**config.mk**
```make
export PLATFORM = sky130hd
export DESIGN_NAME = zph_queue
export DESIGN_NICKNAME = d
export VERILOG_FILES = /design/src/rtl/zph_pkg.sv /design/src/rtl/zph_queue.sv
export SDC_FILE = /design/constraint.sdc
export NUM_CORES = 1
export LEC_CHECK = 0
export ABC_AREA = 1
export BUFFER_PORTS_ARGS = -buffer_cell sky130_fd_sc_hd__buf_2
export CORE_MARGIN = 3
export CORE_UTILIZATION = 56
export DETAILED_ROUTE_END_ITERATION = 10
export PLACE_DENSITY = 0.89
export SETUP_SLACK_MARGIN = 0.05
export SLEW_MARGIN = 20
export SYNTH_ARGS = -nofsm -noshare
export SYNTH_HDL_FRONTEND = slang
export SYNTH_SLANG_ARGS = --single-unit
export TNS_END_PERCENT = 20
```
**constraint.sdc**
```tcl
create_clock -name clk_i -period 5.51 [get_ports clk_i]
set_input_delay 1.102 -clock clk_i [delete_from_list [all_inputs] [get_ports clk_i]]
set_output_delay 1.102 -clock clk_i [all_outputs]
set_load 0.05 [all_outputs]
```
**src/rtl/zph_pkg.sv**
```systemverilog
// shared constants, types and the zobrist key table for the position hash block
// no dependencies
package zph_pkg;

  localparam int HISTORY_DEPTH = 256;
  localparam int CELL_COUNT    = 61;
  localparam int MAX_EJECTED   = 6;
  localparam int DRAW_COUNT    = 3;

  localparam int HIST_AW  = $clog2(HISTORY_DEPTH);
  localparam int HIST_LW  = HIST_AW + 1;
  localparam int COUNT_W  = 9;

  localparam int KEY_BLACK_EJ = 2 * CELL_COUNT;
  localparam int KEY_WHITE_EJ = 2 * CELL_COUNT + (MAX_EJECTED + 1);
  localparam int KEY_TURN     = 2 * CELL_COUNT + 2 * (MAX_EJECTED + 1);
  localparam int KEY_COUNT    = KEY_TURN + 1;
  localparam int KEY_IDX_W    = $clog2(KEY_COUNT);

  localparam logic [63:0] MIX_ADD = 64'h9e3779b97f4a7c15;
  localparam logic [63:0] MIX_M1  = 64'hbf58476d1ce4e5b9;
  localparam logic [63:0] MIX_M2  = 64'h94d049bb133111eb;

  localparam logic [1:0] COLOUR_BLACK = 2'd1;
  localparam logic [1:0] COLOUR_WHITE = 2'd2;

  typedef logic [63:0] key_rom_t [KEY_COUNT];

  typedef struct packed {
    logic        new_game;
    logic [63:0] hash;
  } q_entry_t;

  typedef struct packed {
    logic full;
    logic empty;
  } q_stat_t;

  // splitmix64 finalizer, only used to build the constant key table
  function automatic logic [63:0] mix64(input logic [63:0] din);
    logic [63:0] v;
    v = din + MIX_ADD;
    v = (v ^ (v >> 30)) * MIX_M1;
    v = (v ^ (v >> 27)) * MIX_M2;
    return v ^ (v >> 31);
  endfunction

  function automatic key_rom_t build_key_rom();
    key_rom_t rom;
    for (int k = 0; k < KEY_COUNT; k++) begin
      rom[k] = mix64(64'(k + 1));
    end
    return rom;
  endfunction

  localparam key_rom_t KEY_ROM = build_key_rom();

endpackage

```
**src/rtl/zph_queue.sv**
```systemverilog
// two-entry queue between the front and back ends
// depends on zph_pkg
module zph_queue import zph_pkg::*; (
  input  logic     clk_i,
  input  logic     rst_ni,
  input  logic     push_i,
  input  q_entry_t push_data_i,
  input  logic     pop_i,
  output q_entry_t pop_data_o,
  output q_stat_t  stat_o
);

  q_entry_t   mem_q [2];
  logic       wr_ptr_q, rd_ptr_q;
  logic [1:0] cnt_q;

  assign stat_o.full  = (cnt_q == 2'd2);
  assign stat_o.empty = (cnt_q == 2'd0);
  assign pop_data_o   = mem_q[rd_ptr_q];

  always_ff @(posedge clk_i) begin
    if (push_i) begin
      mem_q[wr_ptr_q] <= push_data_i;
    end
  end

  always_ff @(posedge clk_i or negedge rst_ni) begin
    if (!rst_ni) begin
      wr_ptr_q <= 1'b0;
      rd_ptr_q <= 1'b0;
      cnt_q    <= '0;
    end else begin
      if (push_i) wr_ptr_q <= !wr_ptr_q;
      if (pop_i)  rd_ptr_q <= !rd_ptr_q;
      cnt_q <= cnt_q + 2'(push_i) - 2'(pop_i);
    end
  end

endmodule

```
==> Word-level counts from Yosys, hierarchy flattened <==
Memories as Yosys holds them, arrays and structs flattened.
Cells that the tools add are included.
{ "word_totals": {"ff_bits": 4, "input_bits": 69, "n_memories": 1, "word_cells": 12, "out_inout_bits": 67, "latch_bits": 0, "ramBits": 130, "rom_bits": 0} }
{ "memory_table": {"columns": ["name", "depth", "word_bits", "rd", "rd_ports_with_merged_regs", "wr", "line", "text"], "rows": [
  ["mem_q", 2, 65, 1, 0, 1, "zph_queue.sv:13", "q_entry_t mem_q [2];"]
]} }
{ "classes": {"shift": 0, "multipliers": 0, "bitwise": 0, "muxes": 2, "n_eq_ne": 1, "addsub": 2, "magnitude_cmp": 0, "n_div": 0, "n_reduce_logical": 3} }
{ "ops": {"columns": ["operator", "count"], "rows": [
  ["2-bit by 1-bit adder with 2-bit output", 1],
  ["2-bit == test, second input constant", 1],
  ["1-bit zero test", 2],
  ["2-bit zero test", 1],
  ["1-bit two-way mux", 2],
  ["2-bit by 1-bit subtractor with 2-bit output", 1]
]} }

==> Depth between registers and ports, before layout <==
{ "logic_depth": {"word_depth": 2, "ltp_mapped": 7, "mapped_depth_nobuf": 7} }

==> Worst setup path before layout <==
No wires, ideal clock.
{ "synth_path": {"kind": "in2reg", "startpoint": "input port push_i", "endpoint": "memory mem_q[0][0] (netlist name) (enable)", "setup_slack_ns": 1.152, "n_path_buf": 0, "arrival_time_ns": 3.868, "required_ns": 5.020, "setup_ns": 0.490, "path_stages": 2, "path_cell_list": "inv_1 > nor2_1"} }
{ "synth_via": {"elab_chain_len": 2} }
{ "synth_rtl": {"columns": ["item", "line", "text"], "rows": [
  ["start: declaration", "zph_queue.sv:6", "input logic push_i,"],
  ["1-bit two-way mux", "zph_queue.sv:22", "if (push_i) begin"],
  ["1-bit two-way mux (implied by the code)", "zph_queue.sv:23", "mem_q[wr_ptr_q] <= push_data_i;"],
  ["end: declaration", "zph_queue.sv:13", null]
]} }
No other way between the ends.

==> metrics.txt <==
starting DRC count in detailed routing 152; GRT Total Usage 18.4%; chip height 101 µm; Pleak 2.73 nW; DR pass1 iterations 4; hold_buf cts 0; Synthesis Warnings 0; cell family with most CP delay flip-flops; CP Capture Type output port; worst reg-to-reg path cell count 3; Final Hold Fails 0; CP Cell Sequence buf_12 > nand2_1 > o21ai_0 > buf_2; antenna cells 0; number of global-route vias before repair 3044; Max Root-Sink Buffers 2; drt drc 0; Ports 136; GRT Residual Overflow 0; # setup viols final 0; Slowest cell on crit path dfrtp_4; setup bufs post-CTS 0; synthesis-to-finish area growth 25.9%; fmax 309 MHz; Routed WL per cell 14.5 µm; pwr/cell area 641 nW/µm²; FF/Latch Area 4010 µm²; Clock H-tree levels 4; post-synthesis net count 435; CTS Buf Count 17; I/O Buffers 135; post-route setup TNS 0 ns; Initial Utilization 59.4%; via count 3045; Rel. slew slack 59.5%; min Tclk post-route 3.24 ns; clk sinks 134; initial antenna violation count 0; CTS tree done; synth unique cells 13; post-route cell area 6330 µm²; Post-Synthesis Cells 364; most frequent cells in the layout buf_2, edfxtp_1, inv_1, nand2_1, o21ai_0; Placer Congestion 0.727; largest net degree at the start of global routing 132; Worst-path clk slew 0.06 ns; sequential share of the synthesized area 79.7%; row cnt 33; syn_area_per_cell 13.8 µm²; worst slew pin tran 0.606 ns; vias per cell 4.86; commonest non-fill, non-tap cell in the layout buf_2; clock tree root driver cell clkbuf_8; status finished clean; Setup Skew 0.00672 ns; Max stage delay on crit path 0.74 ns; Die Width 101 µm; die area 10100 µm²; Critical R2R Launch wr_ptr_q; worst endpoint required time 4.41 ns; worst skew pair latency 0.50 ns; Worst Path Max Fanout 75; dpl cell area 5760 µm²; RR Endpoint mem_q[1][10]; VDD IR-drop max 411 µV; RSZ-0062 raised after global routing no; post-cts repair resize count 0; crit path DAT 2.13 ns; Final Routed Wirelength 9.06 mm; CP Class reg -> out; Post-DRT Antenna Nets 0; Core Footprint 8460 µm²; cell area after synthesis 5020 µm²; post-route clock period utilization 58.7%; Post-DP HPWL 5.88 mm; reg2reg setup slack 3.62 ns; worst min path class in -> async; final net count 579; Max-Cap Viols 0; worst path buffer plus inverter count 2; Layout fillers 540; layout cell share with drive strength beyond 1 32.8%; first-pass GRT wire length 14.0 mm; max-slew violation count 0; Worst setup SP type flip-flop; Yosys reg bits 134; multi-input logic area 658 µm²
[through the flow]
step / hold slack, ns / worst slack (ns) / total power, mW / std cells / util (%)
after global routing: 0.400 / 2.13 / 4.24 / 626 / 74.7
after CTS: 0.396 / 2.08 / 4.07 / 624 / 74.2
after floorplan: 0.463 / 1.15 / 2.76 / 364 / -
after global placement: 0.528 / 2.54 / 3.06 / 592 / 68.0
final: 0.417 / 2.27 / 4.06 / 626 / 74.7
after detailed placement: 0.542 / 2.48 / 3.10 / 592 / 68.0
[layer usage]
layer	share of wire (%)	vias up	global-route usage (%)	wire length [µm]
li1	-	1513	-	-
met1	40	1412	22.0	3610
met2	51	102	30.8	4660
met3	7.0	18	6.37	635
met4	1.6	0	7.36	147
met5	0	-	0	0
[cell usage after synthesis]
cell	instances	area share [%]
edfxtp_1	130	78
inv_1	72	5.4
nand2_1	71	5.3
o21ai_0	65	6.5
buf_4	4	0.60
buf_6	4	0.90
clkbuf_1	4	0.30
dfrtp_1	4	2.0
nor2_1	3	0.22
buf_2	2	0.20
ha_1	2	0.50
xor2_1	2	0.35
nand3_1	1	0.10
[worst reg2reg max path: cells and delay by family (launching register included)]
kind,cells,cell delay [ns]
buf+inv,2,0.98
simple gates,1,0.10
flops,1,0.42
[logic make-up after synthesis]
kind of cell	count (synthesis)	synth area share, %
simple gates	75	5.63
flops	134	79.7
compound gates	65	6.47
buf+inv	86	7.37
fa+ha+maj	2	0.498
xor+xnor	2	0.349
[worst max-delay path by stage]
stage	endpoint	slack, ns	depth (start not counted)	startpoint
final	pop_data_o[13]	2.27	4	rd_ptr_q
after global routing	pop_data_o[13]	2.13	4	rd_ptr_q
after CTS	pop_data_o[13]	2.08	3	rd_ptr_q
after detailed placement	mem_q[0][8]	2.48	4	push_i
after global placement	mem_q[0][50]	2.54	4	push_i
after floorplan	mem_q[0][0]	1.15	2	push_i
[state kept, by name, indices dropped and copies added, names as in the netlist]
name      count
mem_q       130
wr_ptr_q      1
rd_ptr_q      1
cnt_q         2
[power breakdown]
group	switching, mW	leakage [nW]	internal [mW]
clock network	0.409	0.228	0.553
registers	0.104	1.27	1.36
logic	1.32	1.24	0.319
[final cells by class]
class | instances | area share [%]
Clock buffer | 18 | 6.61
Clock inverter | 14 | 1.62
Inverter | 72 | 4.27
Multi-Input combinational cell | 144 | 10.4
Sequential cell | 134 | 63.4
Tap cell | 105 | 2.08
Timing Repair Buffer | 139 | 11.7
No activity file was read; power rests on OpenSTA's default activity.
